===== src/hw/rtl/llws_pkg.sv =====
// Link-loss watchdog supervisor: shared types and constants.
// No dependencies; used by every module of the block.
package llws_pkg;

  localparam int unsigned TIME_W  = 32;
  localparam int unsigned IVL_W   = 16;
  localparam int unsigned FAIL_W  = 8;
  localparam int unsigned CODE_W  = 4;
  localparam int unsigned COUNT_W = 16;
  localparam int unsigned CFG_W   = 16;

  localparam logic [CODE_W-1:0]  CODE_NONE      = 4'd0;
  localparam logic [CODE_W-1:0]  CODE_LINK_DOWN = 4'd1;
  localparam logic [FAIL_W-1:0]  FAIL_SAT       = 8'd255;
  localparam logic [COUNT_W-1:0] COUNT_SAT      = 16'd65535;

  localparam logic [IVL_W-1:0]  CHECK_IVL_RST = 16'd1000;
  localparam logic [FAIL_W-1:0] THRESH_RST    = 8'd3;
  localparam logic [IVL_W-1:0]  HEALTHY_RST   = 16'd1000;
  localparam logic [IVL_W-1:0]  DEGRADED_RST  = 16'd2000;

  typedef enum logic [1:0] {
    OP_POLL   = 2'd0,
    OP_REPORT = 2'd1,
    OP_CLEAR  = 2'd2,
    OP_RESET  = 2'd3
  } llws_op_t;

  typedef enum logic [1:0] {
    CFG_CHECK_INTERVAL = 2'd0,
    CFG_FAIL_THRESHOLD = 2'd1,
    CFG_HEALTHY_FEED   = 2'd2,
    CFG_DEGRADED_FEED  = 2'd3
  } llws_cfg_idx_t;

  typedef struct packed {
    logic [IVL_W-1:0]  check_interval_ms;
    logic [FAIL_W-1:0] fail_threshold;
    logic [IVL_W-1:0]  healthy_feed_ms;
    logic [IVL_W-1:0]  degraded_feed_ms;
  } llws_cfg_t;

  typedef struct packed {
    llws_op_t          opcode;
    logic [TIME_W-1:0] now_ms;
    logic              link_up;
    logic              client_running;
    logic [CODE_W-1:0] reported_type;
  } llws_in_t;

  typedef struct packed {
    logic               watchdog_kick;
    logic               notify_recovery;
    logic [CODE_W-1:0]  active_type;
    logic [COUNT_W-1:0] repeat_count;
    logic [TIME_W-1:0]  event_time;
    logic [FAIL_W-1:0]  link_fail_count;
  } llws_out_t;

endpackage


===== src/hw/rtl/llws_cfg_regs.sv =====
// Configuration register file: check interval, fail threshold, feed intervals.
// Depends on llws_pkg.
module llws_cfg_regs (
  input  logic                   clk,
  input  logic                   rst,
  input  logic                   cfg_wr_en,
  input  llws_pkg::llws_cfg_idx_t cfg_index,
  input  logic [llws_pkg::CFG_W-1:0] cfg_wdata,
  output llws_pkg::llws_cfg_t    cfg
);
  import llws_pkg::*;

  always_ff @(posedge clk) begin
    if (rst) begin
      cfg.check_interval_ms <= CHECK_IVL_RST;
      cfg.fail_threshold    <= THRESH_RST;
      cfg.healthy_feed_ms   <= HEALTHY_RST;
      cfg.degraded_feed_ms  <= DEGRADED_RST;
    end else if (cfg_wr_en) begin
      case (cfg_index)
        CFG_CHECK_INTERVAL: cfg.check_interval_ms <= cfg_wdata;
        CFG_FAIL_THRESHOLD: cfg.fail_threshold    <= cfg_wdata[FAIL_W-1:0];
        CFG_HEALTHY_FEED:   cfg.healthy_feed_ms   <= cfg_wdata;
        CFG_DEGRADED_FEED:  cfg.degraded_feed_ms  <= cfg_wdata;
        default: ;
      endcase
    end
  end

endmodule


===== src/hw/rtl/llws_core.sv =====
// Supervisor state and its single-pass update for one transaction.
// Depends on llws_pkg.
module llws_core (
  input  logic                clk,
  input  logic                rst,
  input  logic                fire,
  input  llws_pkg::llws_cfg_t cfg,
  input  llws_pkg::llws_in_t  item,
  output llws_pkg::llws_out_t res
);
  import llws_pkg::*;

  logic [TIME_W-1:0]  last_check_time, last_check_time_next;
  logic [TIME_W-1:0]  last_kick_time, last_kick_time_next;
  logic [FAIL_W-1:0]  fail_counter, fail_counter_next;
  logic [CODE_W-1:0]  recorded_code, recorded_code_next;
  logic [COUNT_W-1:0] report_count, report_count_next;
  logic [TIME_W-1:0]  report_time, report_time_next;

  logic [TIME_W-1:0] since_check, since_kick;
  logic [FAIL_W-1:0] fail_inc;
  logic [IVL_W-1:0]  feed_ivl;
  logic              check_due, kick, notify;

  assign since_check = item.now_ms - last_check_time;
  assign since_kick  = item.now_ms - last_kick_time;
  assign check_due   = since_check >= {{(TIME_W-IVL_W){1'b0}}, cfg.check_interval_ms};
  assign fail_inc    = (fail_counter < FAIL_SAT) ? fail_counter + 1'b1 : fail_counter;

  always_comb begin
    last_check_time_next = last_check_time;
    last_kick_time_next  = last_kick_time;
    fail_counter_next    = fail_counter;
    recorded_code_next   = recorded_code;
    report_count_next    = report_count;
    report_time_next     = report_time;
    kick                 = 1'b0;
    notify               = 1'b0;
    feed_ivl             = cfg.degraded_feed_ms;
    case (item.opcode)
      OP_POLL: begin
        if (check_due) begin
          last_check_time_next = item.now_ms;
          if (!item.link_up) begin
            fail_counter_next = fail_inc;
            // link-down is recorded as a fresh exception; never a repeat here
            if (fail_inc >= cfg.fail_threshold && recorded_code != CODE_LINK_DOWN) begin
              notify             = 1'b1;
              recorded_code_next = CODE_LINK_DOWN;
              report_count_next  = {{(COUNT_W-1){1'b0}}, 1'b1};
              report_time_next   = item.now_ms;
            end
          end else begin
            fail_counter_next = '0;
          end
          feed_ivl = (item.client_running && recorded_code_next == CODE_NONE) ?
                     cfg.healthy_feed_ms : cfg.degraded_feed_ms;
          if (since_kick >= {{(TIME_W-IVL_W){1'b0}}, feed_ivl}) begin
            kick                = 1'b1;
            last_kick_time_next = item.now_ms;
          end
        end
      end
      OP_REPORT: begin
        if (item.reported_type != CODE_NONE) begin
          report_time_next = item.now_ms;
          if (recorded_code == item.reported_type) begin
            if (report_count < COUNT_SAT) report_count_next = report_count + 1'b1;
          end else begin
            recorded_code_next = item.reported_type;
            report_count_next  = {{(COUNT_W-1){1'b0}}, 1'b1};
          end
        end
      end
      OP_CLEAR: begin
        recorded_code_next = CODE_NONE;
        report_count_next  = '0;
        report_time_next   = '0;
      end
      OP_RESET: begin
        recorded_code_next  = CODE_NONE;
        report_count_next   = '0;
        report_time_next    = '0;
        fail_counter_next   = '0;
        last_kick_time_next = '0;
      end
      default: ;
    endcase
  end

  always_ff @(posedge clk) begin
    if (rst) begin
      last_check_time <= '0;
      last_kick_time  <= '0;
      fail_counter    <= '0;
      recorded_code   <= CODE_NONE;
      report_count    <= '0;
      report_time     <= '0;
    end else if (fire) begin
      last_check_time <= last_check_time_next;
      last_kick_time  <= last_kick_time_next;
      fail_counter    <= fail_counter_next;
      recorded_code   <= recorded_code_next;
      report_count    <= report_count_next;
      report_time     <= report_time_next;
    end
  end

  always_comb begin
    res.watchdog_kick   = kick;
    res.notify_recovery = notify;
    res.active_type     = recorded_code_next;
    res.repeat_count    = report_count_next;
    res.event_time      = report_time_next;
    res.link_fail_count = fail_counter_next;
  end

endmodule


===== src/hw/rtl/link_loss_watchdog_supervisor.sv =====
// Top level of the link-loss watchdog supervisor: input register, core, output register.
// Depends on llws_pkg, llws_cfg_regs and llws_core.
//
//  channel | direction | handshake            | payload
//  --------+-----------+----------------------+-----------------------------
//  in      | in        | in_valid / in_stall  | in_data  (llws_in_t)
//  out     | out       | out_valid / out_stall| out_data (llws_out_t)
//  cfg     | in        | cfg_wr_en            | cfg_index, cfg_wdata
//
// One transaction per cycle sustained while out_stall is low; an accepted transaction
// passes through the input register and then the result register.
// The supervisor state update is one short compare/increment pass in llws_core.
// rst is synchronous: it clears the state, restores config defaults, empties both stages.
// out_stall holds the result register; in_stall rises only while the input
// register holds a transaction that cannot move on.
module link_loss_watchdog_supervisor (
  input  logic                        clk,
  input  logic                        rst,
  input  logic                        in_valid,
  output logic                        in_stall,
  input  llws_pkg::llws_in_t          in_data,
  output logic                        out_valid,
  input  logic                        out_stall,
  output llws_pkg::llws_out_t         out_data,
  input  logic                        cfg_wr_en,
  input  llws_pkg::llws_cfg_idx_t     cfg_index,
  input  logic [llws_pkg::CFG_W-1:0]  cfg_wdata
);
  import llws_pkg::*;

  llws_cfg_t cfg;
  llws_in_t  item;
  llws_out_t res;
  logic      item_valid;
  logic      out_free;   // result register can take a new transaction
  logic      fire;       // input register drains into the core this cycle
  logic      take;       // new transaction accepted on the in channel

  assign out_free = !out_valid || !out_stall;
  assign fire     = item_valid && out_free;
  assign in_stall = item_valid && !out_free;
  assign take     = in_valid && !in_stall;

  llws_cfg_regs u_cfg (
    .clk       (clk),
    .rst       (rst),
    .cfg_wr_en (cfg_wr_en),
    .cfg_index (cfg_index),
    .cfg_wdata (cfg_wdata),
    .cfg       (cfg)
  );

  // Input register
  always_ff @(posedge clk) begin
    if (rst) begin
      item_valid <= 1'b0;
    end else if (take) begin
      item_valid <= 1'b1;
    end else if (fire) begin
      item_valid <= 1'b0;
    end
  end

  always_ff @(posedge clk) begin
    if (take) begin
      item <= in_data;
    end
  end

  // State update happens only when the result has somewhere to go
  llws_core u_core (
    .clk  (clk),
    .rst  (rst),
    .fire (fire),
    .cfg  (cfg),
    .item (item),
    .res  (res)
  );

  // Result register
  always_ff @(posedge clk) begin
    if (rst) begin
      out_valid <= 1'b0;
    end else if (fire) begin
      out_valid <= 1'b1;
    end else if (!out_stall) begin
      out_valid <= 1'b0;
    end
  end

  always_ff @(posedge clk) begin
    if (fire) begin
      out_data <= res;
    end
  end

  // Checks
  a_stall_only_when_full: assert property (@(posedge clk) disable iff (rst)
    in_stall |-> item_valid)
    else $error("in_stall raised with an empty input register");

  a_fire_loads_result: assert property (@(posedge clk) disable iff (rst)
    fire |=> out_valid)
    else $error("processed transaction did not reach the result register");

  a_notify_records_link_down: assert property (@(posedge clk) disable iff (rst)
    (out_valid && out_data.notify_recovery) |->
      (out_data.active_type == CODE_LINK_DOWN && out_data.link_fail_count != '0))
    else $error("notify without a recorded link-down");

  a_no_code_no_count: assert property (@(posedge clk) disable iff (rst)
    (out_valid && out_data.active_type == CODE_NONE) |-> (out_data.repeat_count == '0))
    else $error("repeat count set with no exception recorded");

endmodule

===== config.mk =====
export PLATFORM = sky130hd
export DESIGN_NAME = link_loss_watchdog_supervisor
export DESIGN_NICKNAME = d
export VERILOG_FILES = /design/src/hw/rtl/llws_pkg.sv /design/src/hw/rtl/llws_cfg_regs.sv /design/src/hw/rtl/llws_core.sv /design/src/hw/rtl/link_loss_watchdog_supervisor.sv
export SDC_FILE = /design/constraint.sdc
export NUM_CORES = 1
export LEC_CHECK = 0
export ABC_AREA = 1
export BUFFER_PORTS_ARGS = -buffer_cell sky130_fd_sc_hd__clkbuf_2
export CAP_MARGIN = 30
export CORE_AREA = 4 4 233 235
export DETAILED_ROUTE_END_ITERATION = 10
export DIE_AREA = 0 0 237 239
export SYNTH_ARGS = -nofsm -noshare
export SYNTH_HDL_FRONTEND = slang
export SYNTH_SLANG_ARGS = --single-unit

===== constraint.sdc =====
create_clock -name clk -period 5.95 [get_ports clk]
set_input_delay 0.2975 -clock clk [delete_from_list [all_inputs] [get_ports clk]]
set_output_delay 0.2975 -clock clk [all_outputs]
set_load 0.05 [all_outputs]

==> results.md, run 1 <==
- Dpl hpwl: around 40000 µm
- Hold Crit Class: primary input to flip-flop
- Final period util: between 80% and 90%
- Minimum clock period: 5.319 ns
- Most frequent cell on the critical path: nand2_1
- Leakage: between 10 and 15 nW
- I/O pins: approximately 130
- Critical path startpoint category: flip-flop
- Die H: roughly 240 µm
- WP depth: 42
- Worst Max-Slew Pin Slew: approximately 0.97 ns
- DR vias/cell: ~4.8
- XOR/XNOR Fraction of Synth Area: under 10%
- Layout Nets: about 3100
- Clock root buffer: clkbuf_16
- Proportion of synthesized area in mux cells: less than 1%
- Main combinational cell family by area after synthesis: simple AND/OR/NAND/NOR gates
- Post-Synth Simple-Gate Area: 28.83%
- FF-to-FF setup slack: 0.63 ns
- CP top delay family: simple AND/OR/NAND/NOR gates
- Routed Antenna Nets: 0
- Most numerous cell in the Yosys netlist: nand2_1
- Initial core utilization: between 30% and 40%
- Post-CTS Setup Repair Bufs: 0
- Antenna diodes: 0
- Pin count of the biggest net entering global routing: about 100
- CP Class: flip-flop to flip-flop
- Crit path required time: approximately 6.4 ns
- Hold WS: around 0.053 ns
- Maximum VDD drop: a little over 200 µV
- Synth Flop Type: dfxtp_1
- Buffer levels on the longest clock path: 3
- Max Cap Viol: 0
- CP Capture Type: flip-flop
- All-Layer GR Usage: a little under a fifth
- Pre-CTS setup slack: ~0.52 ns
- PortBufs: ~130
- Synth-to-Final Area Change: 15.24%
- Initial antenna violation count: 0
- Synthesized area: 18690 µm²
- FP Rows: between 80 and 90
- Reg clk slew, reported paths: ~0.06 ns
- Yosys warns: 0
- Mean Syn Cell Area: approximately 6.7 µm²
- Initial detailed-routing violation count: between 1000 and 1500
- Later-pin clock latency in the skew report: roughly 0.57 ns
- Vias: 17692
- Syn_nets: approximately 3000
- Critical Path Start: u_core.fail_counter[0]$_SDFFE_PP0P_
- Synth Area in Adders: under 10%
- Largest cells by area after synthesis: dfxtp_1, nand2_1, edfxtp_1
- Fmax achieved: roughly 190 MHz
- Pwr Total: 5.659 mW
- Fin util: slightly above 40%
- Compound-Gate Fraction of Synth Area: 13.98%
- Worst Setup EP: u_core.last_kick_time[13]$_SDFFE_PP0P_
- Max Slew Vio Count: 0
- CTS Buf Count: 35
- Worst reg2reg path depth: 42
- CTS tree: yes
- Post-synthesis sequential area ratio: a little over a third
- Leading area contributor after synthesis: dfxtp_1
- # setup viols final: 0
- Final Cell Area: 21540 µm²
- Setup WS post-layout: between 0.6 and 0.7 ns
- Placed cells: about 3500
- Slowest CP cell: dfxtp_1
- R2R Path Start: u_core.fail_counter[0]$_SDFFE_PP0P_
- RSZ-0062 raised after global routing: no
- Layout cells sized above 1: approximately 8.5%
- Library cells used by synthesis: 50
- Worst flop-to-flop path endpoint: u_core.last_kick_time[13]$_SDFFE_PP0P_
- Finished Layout Cells: around 3700
- Post-synth EDFFs: between 100 and 150
- Area of the multi-input gates: approximately 9800 µm²
- FF+latch area: approximately 6700 µm²
- Cell count after synthesis: 2809
- Endpoints failing hold: 0
- CTS sink count: ~280
- Clock Skews: about 0.027 ns
- Synth cell count leaders: nand2_1, inv_1, nor2_1, o21ai_0, a21oi_1
- P per Cell Area: 262.7 nW/µm²
- Ys async rst share: 0%
- Dpl cell area: about 20000 µm²
- DR DRC count: 0
- Drt first pass iters: 5
- First-pass GRT wire length: ~88000 µm
- GRT overflow: 0
- Status: finished, final reports clean
- Fill count: around 5500
- Final WL: 54970 µm
- Core Region: about 52000 µm²
- Buf+Inv Stages, Crit Path: 6
- Die area: approximately 57000 µm²
- Critical Path AT: 5.77 ns
- H-tree depth: 2
- Flip-flop and latch count after synthesis: between 200 and 300
- Critical-path maximum fanout: 26
- Yosys top cell area share: around 20%
- Die W: 237 µm
- TNS Setup: 0 ns
- Drt wl/cell: around 15 µm
- Slew HR: 35.04%
- Vias in the first global route: approximately 16000
- Max incr delay on CP: between 0.4 and 0.5 ns
- RePlAce Congestion: roughly 0.96
==> metal layers <==
layer / routed length, µm / share of wire (%) / track usage, %
met3: 2895 / 5.3 / 3.311
met5: 0 / 0 / 0
met2: 24570 / 45 / 31.20
met4: 1108 / 2.0 / 4.282
met1: 26400 / 48 / 26.76
==> final cells by class <==
type	instances	area share, %
multi-input cells	1958	45.58
flip-flops and latches	284	31.13
inverters	470	8.201
repair buffers	192	5.791
clock buffers	46	4.542
well taps	688	3.996
clock inverters	18	0.7609
==> what timing repair did <==
action | CTS | global route
hold endpoints to repair | 42 | 0
resized for setup | 0 | 4
hold buffers | 42 | 0
setup endpoints to repair | 0 | 29
==> kinds of logic (layout without fill, tap and decap cells) <==
logic type,after synthesis,in the layout
compound gates,495,495
xor+xnor,40,40
mux,6,6
buf+inv,567,726
simple gates,1308,1308
flops,284,284
fa+ha+maj,109,109
==> flip-flops by register name, summed over array words and instances (netlist names) <==
name	flops
out_data	62
u_cfg.cfg	56
item	40
u_core.last_check_time	32
u_core.last_kick_time	32
u_core.report_time	32
u_core.report_count	16
u_core.fail_counter	8
u_core.recorded_code	4
item_valid	1
out_valid	1
==> power breakdown <==
part	leakage, nW	internal [mW]	switching, mW
registers	2.49	2.13	0.0818
clock network	0.554	1.22	0.907
logic	7.54	0.441	0.879
total	10.6	3.79	1.87
==> placed cells by master, fill, tap and decap left out, types with 4 or more instances in the layout <==
master / n
a21oi_1: 214
buf_4: 22
clkbuf_1: 6
clkbuf_16: 36
clkbuf_2: 126
clkbuf_8: 4
clkinv_1: 7
clkinv_2: 6
dfxtp_1: 182
dlygate4sd3_1: 42
edfxtp_1: 102
ha_1: 106
inv_1: 455
inv_2: 10
mux2i_1: 6
nand2_1: 824
nand2_2: 6
nand3_1: 178
nand3_2: 4
nand3b_1: 10
nand4_1: 17
nor2_1: 224
nor2_2: 5
nor2_4: 4
nor3_1: 22
o211ai_1: 14
o21ai_0: 215
o21ai_1: 18
o21ai_2: 7
o21bai_1: 8
xor2_1: 37
==> worst reg2reg max path: cells and delay by family (launching register included) <==
kind	cells	cell delay, ns
xor+xnor	1	0.20
compound gates	5	0.54
buf+inv	6	0.88
flops	1	0.41
simple gates	27	2.43
fa+ha+maj	3	0.75
==> worst min path at each step <==
stage,endpoint,cells after the start,slack (ns),start
CTS,u_cfg.cfg[6]$_SDFFE_PP1P_,3,0.03,cfg_wdata[6]
global placement,u_cfg.cfg[21]$_SDFFE_PP1P_,2,0.45,u_cfg.cfg[21]$_SDFFE_PP1P_
floorplan,item[0]$_DFFE_PP_,0,0.40,in_data[0]
global route,u_cfg.cfg[10]$_SDFFE_PP1P_,3,0.06,cfg_wdata[10]
finish,u_cfg.cfg[32]$_SDFFE_PP1P_,3,0.05,cfg_wdata[0]
detailed placement,u_cfg.cfg[23]$_SDFFE_PP1P_,2,0.45,u_cfg.cfg[23]$_SDFFE_PP1P_
Note: power is estimated with default switching activity, not from simulation.
==> run 2: changes to the inputs <==
REMOVE_ABC_BUFFERS = 1   (was not set)
==> results.md, run 2 (synthesis gave the netlist of run 1 again) <==
- Layout Nets: between 3000 and 4000
- GRT overflow: 0
- Buffer levels on the longest clock path: 3
- Biggest register: out_data
- Max Slew Vio Count: 0
- Vias in the first global route: about 16000
- CP Class: flip-flop to flip-flop
- # setup viols final: 0
- Sequential power share: between 30% and 40%
- Initial detailed-routing violation count: between 1000 and 1500
- Critical-path maximum fanout: 26
- FP Rows: 84
- Clock share of power: 37.2%
- Slowest CP cell: dfxtp_1
- R2R Path Start: u_core.fail_counter[0]$_SDFFE_PP0P_
- Antenna diodes: 0
- Worst hold endpoint: u_cfg.cfg[8]$_SDFFE_PP1P_
- RePlAce Congestion: 0.9273
- Die area: roughly 57000 µm²
- Die H: 239 µm
- Hold WS: roughly 0.025 ns
- First-pass GRT wire length: just under 90000 µm
- Leakage: around 11 nW
- CP Capture Type: flip-flop
- Most frequent cells in the layout: nand2_1, inv_1, nor2_1
- I/O pins: between 100 and 150
- Final period util: 89.28%
- Hold Crit Class: primary input to flip-flop
- CTS tree: yes
- Pin count of the biggest net entering global routing: 67
- FF-to-FF setup slack: 0.64 ns
- DR DRC count: 0
- PortBufs: between 100 and 150
- CTS sink count: ~280
- Synth-to-Final Area Change: 15.35%
- Dpl hpwl: a little over 40000 µm
- Critical Path AT: slightly below 6 ns
- Minimum clock period: 5.312 ns
- P_sw: roughly 1.9 mW
- Switching fraction of total power: between 30 and 40%
- Later-pin clock latency in the skew report: around 0.56 ns
- Routed Antenna Nets: 0
- Fin util: 41.28%
- Cell-internal power: ~3.8 mW
- Endpoints failing hold: 0
- RSZ-0062 raised after global routing: no
- Biggest regs: out_data (62), u_cfg.cfg (56), item (40)
- P per Cell Area: 262.1 nW/µm²
- Status: finished, final reports clean
- Most frequent cell on the critical path: nand2_1
- Most common cell after layout, fill and taps aside: nand2_1
- Max Cap Viol: 0
- Max incr delay on CP: roughly 0.4 ns
- Hold path depth: 3
- Worst reg2reg path depth: 41
- Worst flop-to-flop path endpoint: u_core.last_kick_time[30]$_SDFFE_PP0P_
- Initial antenna violation count: 0
- Worst Max-Slew Pin Slew: between 1 and 1.5 ns
- H-tree depth: 2
- Vias: roughly 18000
- Layout cells sized above 1: approximately 8.4%
- Hold Crit Start: cfg_wdata[8]
- Slew HR: approximately 32%
- DR vias/cell: 4.842
- Die W: 237 µm
- Critical path startpoint category: flip-flop
- Drt first pass iters: 7
- Maximum VDD drop: roughly 250 µV
- Reg clk slew, reported paths: approximately 0.06 ns
- CTS Buf Count: 36
- Clock Skews: 0.01848 ns
- Final WL: roughly 56000 µm
- Logic pwr share: between 20% and 30%
- Initial core utilization: roughly 36%
- Drt wl/cell: about 15 µm
- Clock root buffer: clkbuf_16
- All-Layer GR Usage: 19.37%
- Core Region: ~52000 µm²
- Crit path required time: 6.43 ns
- Fmax achieved: 188.3 MHz
- Max reg flops: between 60 and 70
run 2: repair_timing:
item / 4_1_cts / 5_1_grt
hold buffers: 42 / 0
gates resized for setup: 0 / 5
setup endpoints to repair: 0 / 32
setup buffers: 0 / 3
hold endpoints to repair: 44 / 0
run 2: per-layer routing:
metal  vias to the layer above  GRT usage (%)  share of wire (%)
met5                         -              0                  0
met4                         0          4.264                1.7
met3                        59          2.434                5.1
met2                       418          31.02                 45
met1                      8009          28.08                 49
li1                       9237              -                  -
run 2: final cells by class:
cell class	instances	area, µm²
multi-input combinational	1958	9831
clock buffer	51	1020
clock inverter	15	96.34
fill	5550	30670
sequential	284	6706
tap	688	860.8
inverter	470	1767
timing repair buffer	194	1282
run 2: how the worst max path moves through the flow:
stage	from	to	slack, ns
floorplan	out_valid$_SDFFE_PP0P_	u_core.last_check_time[0]$_SDFFE_PP0P_	-2.63
global placement	u_core.fail_counter[0]$_SDFFE_PP0P_	u_core.last_kick_time[27]$_SDFFE_PP0P_	0.61
detailed placement	u_core.fail_counter[0]$_SDFFE_PP0P_	u_core.last_kick_time[1]$_SDFFE_PP0P_	0.44
CTS	u_core.fail_counter[0]$_SDFFE_PP0P_	u_core.last_kick_time[29]$_SDFFE_PP0P_	0.39
global route	u_core.fail_counter[0]$_SDFFE_PP0P_	u_core.last_kick_time[4]$_SDFFE_PP0P_	0.03
finish	u_core.fail_counter[0]$_SDFFE_PP0P_	u_core.last_kick_time[30]$_SDFFE_PP0P_	0.64
run 2: critical path: cells and delay by family (launching register included):
kind / cells / cell delay [ns]
flip-flops: 1 / 0.41
buffers and inverters: 5 / 0.80
AO/OA/AOI/OAI: 5 / 0.62
adder cells (fa/ha/maj): 3 / 0.76
AND/OR/NAND/NOR: 27 / 2.41
XOR/XNOR: 1 / 0.22
run 2: power by group through the flow:
stage	sequential, mW	combinational (mW)	clock, mW
6_report	2.21	1.34	2.10
5_1_grt	2.22	1.53	2.23
4_1_cts	2.21	1.33	2.16
3_5_place_dp	2.25	1.30	0
3_3_place_gp	2.25	1.29	0
2_1_floorplan	2.29	0.876	0
run 2: per-stage QoR:
stage | TNS, ns | power [mW] | setup slack [ns] | cells | area, µm²
floorplan | -246.07 | 3.169 | -2.628 | 2712 | 18270
global placement | 0 | 3.539 | 0.6085 | 3546 | 19930
detailed placement | 0 | 3.552 | 0.4411 | 3549 | 19980
CTS | 0 | 5.705 | 0.3938 | 3657 | 21510
global route | 0 | 5.985 | 0.02693 | 3660 | 21560
finish | 0 | 5.652 | 0.6380 | 3660 | 21560
==> run 3: changes to the inputs <==
CORE_AREA = 3 3 232 234   (was 4 4 233 235)
DIE_AREA = 0 0 235 237   (was 0 0 237 239)
clock period = 6.35 ns   (was 5.95 ns; I/O delays follow)
==> results.md, run 3 (synthesis gave the netlist of run 1 again) <==
- Status: finished, final reports clean
- CTS tree: yes
- Reg clk slew, reported paths: approximately 0.070 ns
- Hold WS: 0.03835 ns
- # setup viols final: 0
- Most frequent cell on the critical path: nand2_1
- Most frequent cells in the layout: nand2_1, inv_1, nor2_1
- Max Slew Vio Count: 0
- Dpl cell area: 20020 µm²
- Crit path required time: ~6.8 ns
- Die area: about 56000 µm²
- Fin util: 41.55%
- Critical-path maximum fanout: 24
- Initial detailed-routing violation count: 1348
- Maximum VDD drop: between 150 and 200 µV
- Layout Nets: approximately 3100
- Leakage: 10.67 nW
- H-tree depth: 2
- Final Cell Area: 21700 µm²
- FP Rows: 84
- PortBufs: 126
- Hold Crit Class: primary input to flip-flop
- Endpoints failing hold: 0
- Worst Max-Slew Pin Slew: ~1.0 ns
- TNS Setup: 0 ns
- Pin count of the biggest net entering global routing: 84
- FF-to-FF setup slack: 0.82 ns
- Most common cell after layout, fill and taps aside: nand2_1
- Critical Path AT: 5.95 ns
- Antenna diodes: 0
- Final period util: between 80% and 90%
- CP Capture Type: flip-flop
- Pre-CTS setup slack: between 0.4 and 0.5 ns
- Layout cells sized above 1: between 8 and 9%
- Final WL: ~57000 µm
- All-Layer GR Usage: roughly 20%
- Pwr Total: around 5.5 mW
- Post-CTS sizing: 0
- Biggest regs: out_data (62), u_cfg.cfg (56), item (40)
- Dpl hpwl: 42040 µm
- Clock Skews: approximately 0.043 ns
- RSZ-0062 raised after global routing: no
- Die H: between 200 and 250 µm
- Critical path startpoint category: flip-flop
- CTS sink count: 284
- CP Class: flip-flop to flip-flop
- DR DRC count: 0
- Initial antenna violation count: 0
- Clock root buffer: clkbuf_16
- Slew HR: between 30% and 40%
- Finished Layout Cells: ~3700
- Die W: approximately 240 µm
- GRT overflow: 0
- DR vias/cell: around 4.8
- Later-pin clock latency in the skew report: roughly 0.57 ns
- Core Region: about 52000 µm²
- Fmax achieved: approximately 180 MHz
- Max reg flops: 62
- Max Cap Viol: 0
- Max incr delay on CP: around 0.42 ns
- P per Cell Area: between 200 and 300 nW/µm²
- First-pass GRT wire length: about 90000 µm
- Vias: between 15000 and 20000
- Buffer levels on the longest clock path: 3
- Vias in the first global route: 16245
- RePlAce Congestion: 0.9426
- Placed cells: 3553
- Routed Antenna Nets: 0
- Synth-to-Final Area Change: 16.10%
- Minimum clock period: between 5 and 6 ns
- Drt first pass iters: 5
- CTS Buf Count: 36
- Setup WS post-layout: roughly 0.82 ns
- Biggest register: out_data
- Slowest CP cell: dfxtp_1
- Initial core utilization: between 30% and 40%
- Drt wl/cell: 15.49 µm
- I/O pins: between 100 and 150
-- run 3: cell types whose count changed in the layout (fill, tap and decap cells not counted), moves of 2 or more --
cell,before,now
buf_4,22,27
clkbuf_1,11,6
clkbuf_8,2,7
bufinv_16,0,2
clkinv_1,8,6
clkinvlp_4,3,1
-- run 3: path summary, 6_finish.rpt --
check                                           start                                     end  cells past startpoint
setup / recovery  u_core.fail_counter[0]$_SDFFE_PP0P_  u_core.last_kick_time[28]$_SDFFE_PP0P_                     41
hold reg to reg            u_cfg.cfg[21]$_SDFFE_PP1P_              u_cfg.cfg[21]$_SDFFE_PP1P_                      2
hold / removal                          cfg_wdata[13]              u_cfg.cfg[29]$_SDFFE_PP0P_                      3
setup reg to reg  u_core.fail_counter[0]$_SDFFE_PP0P_  u_core.last_kick_time[28]$_SDFFE_PP0P_                     41
-- run 3: repair_timing --
action | in CTS | in global routing
hold buffers | 43 | 0
buffers inserted | 0 | 3
setup endpoints to repair | 0 | 32
hold endpoints to repair | 46 | 0
-- run 3: where the power goes --
| part | total [mW] | leakage [nW] | switching, mW | internal, mW |
|---|---|---|---|---|
| Sequential | 2.07 | 2.49 | 0.0744 | 1.99 |
| Clock | 2.13 | 0.606 | 0.839 | 1.29 |
| Combinational | 1.26 | 7.58 | 0.845 | 0.420 |
| Total | 5.46 | 10.7 | 1.76 | 3.70 |
-- run 3: layout make-up --
cell class / instances / area, µm²
fillers: 5594 / 30530
repair buffers: 199 / 1324
clock inverters: 13 / 140.1
flip-flops and latches: 284 / 6706
clock buffers: 52 / 1095
multi-input cells: 1958 / 9811
well taps: 688 / 860.8
inverters: 470 / 1767
-- run 3: critical path, delay by kind of cell, from the launching register on --
family,cells,cell delay (ns)
adders and majority gates,3,0.77
AOI/OAI and AO/OA,5,0.65
xor gates and xnor gates,1,0.21
DFF,1,0.42
buffers and inverters,5,0.66
and+or+nand+nor,27,2.69
-- run 3: per-layer routing --
layer | vias to the layer above | global-route usage, % | routed length [µm]
li1 | 9261 | - | -
met3 | 83 | 3.168 | 3305
met2 | 443 | 31.79 | 24890
met5 | - | 0 | 0
met4 | 0 | 5.212 | 1286
met1 | 7894 | 28.12 | 27260
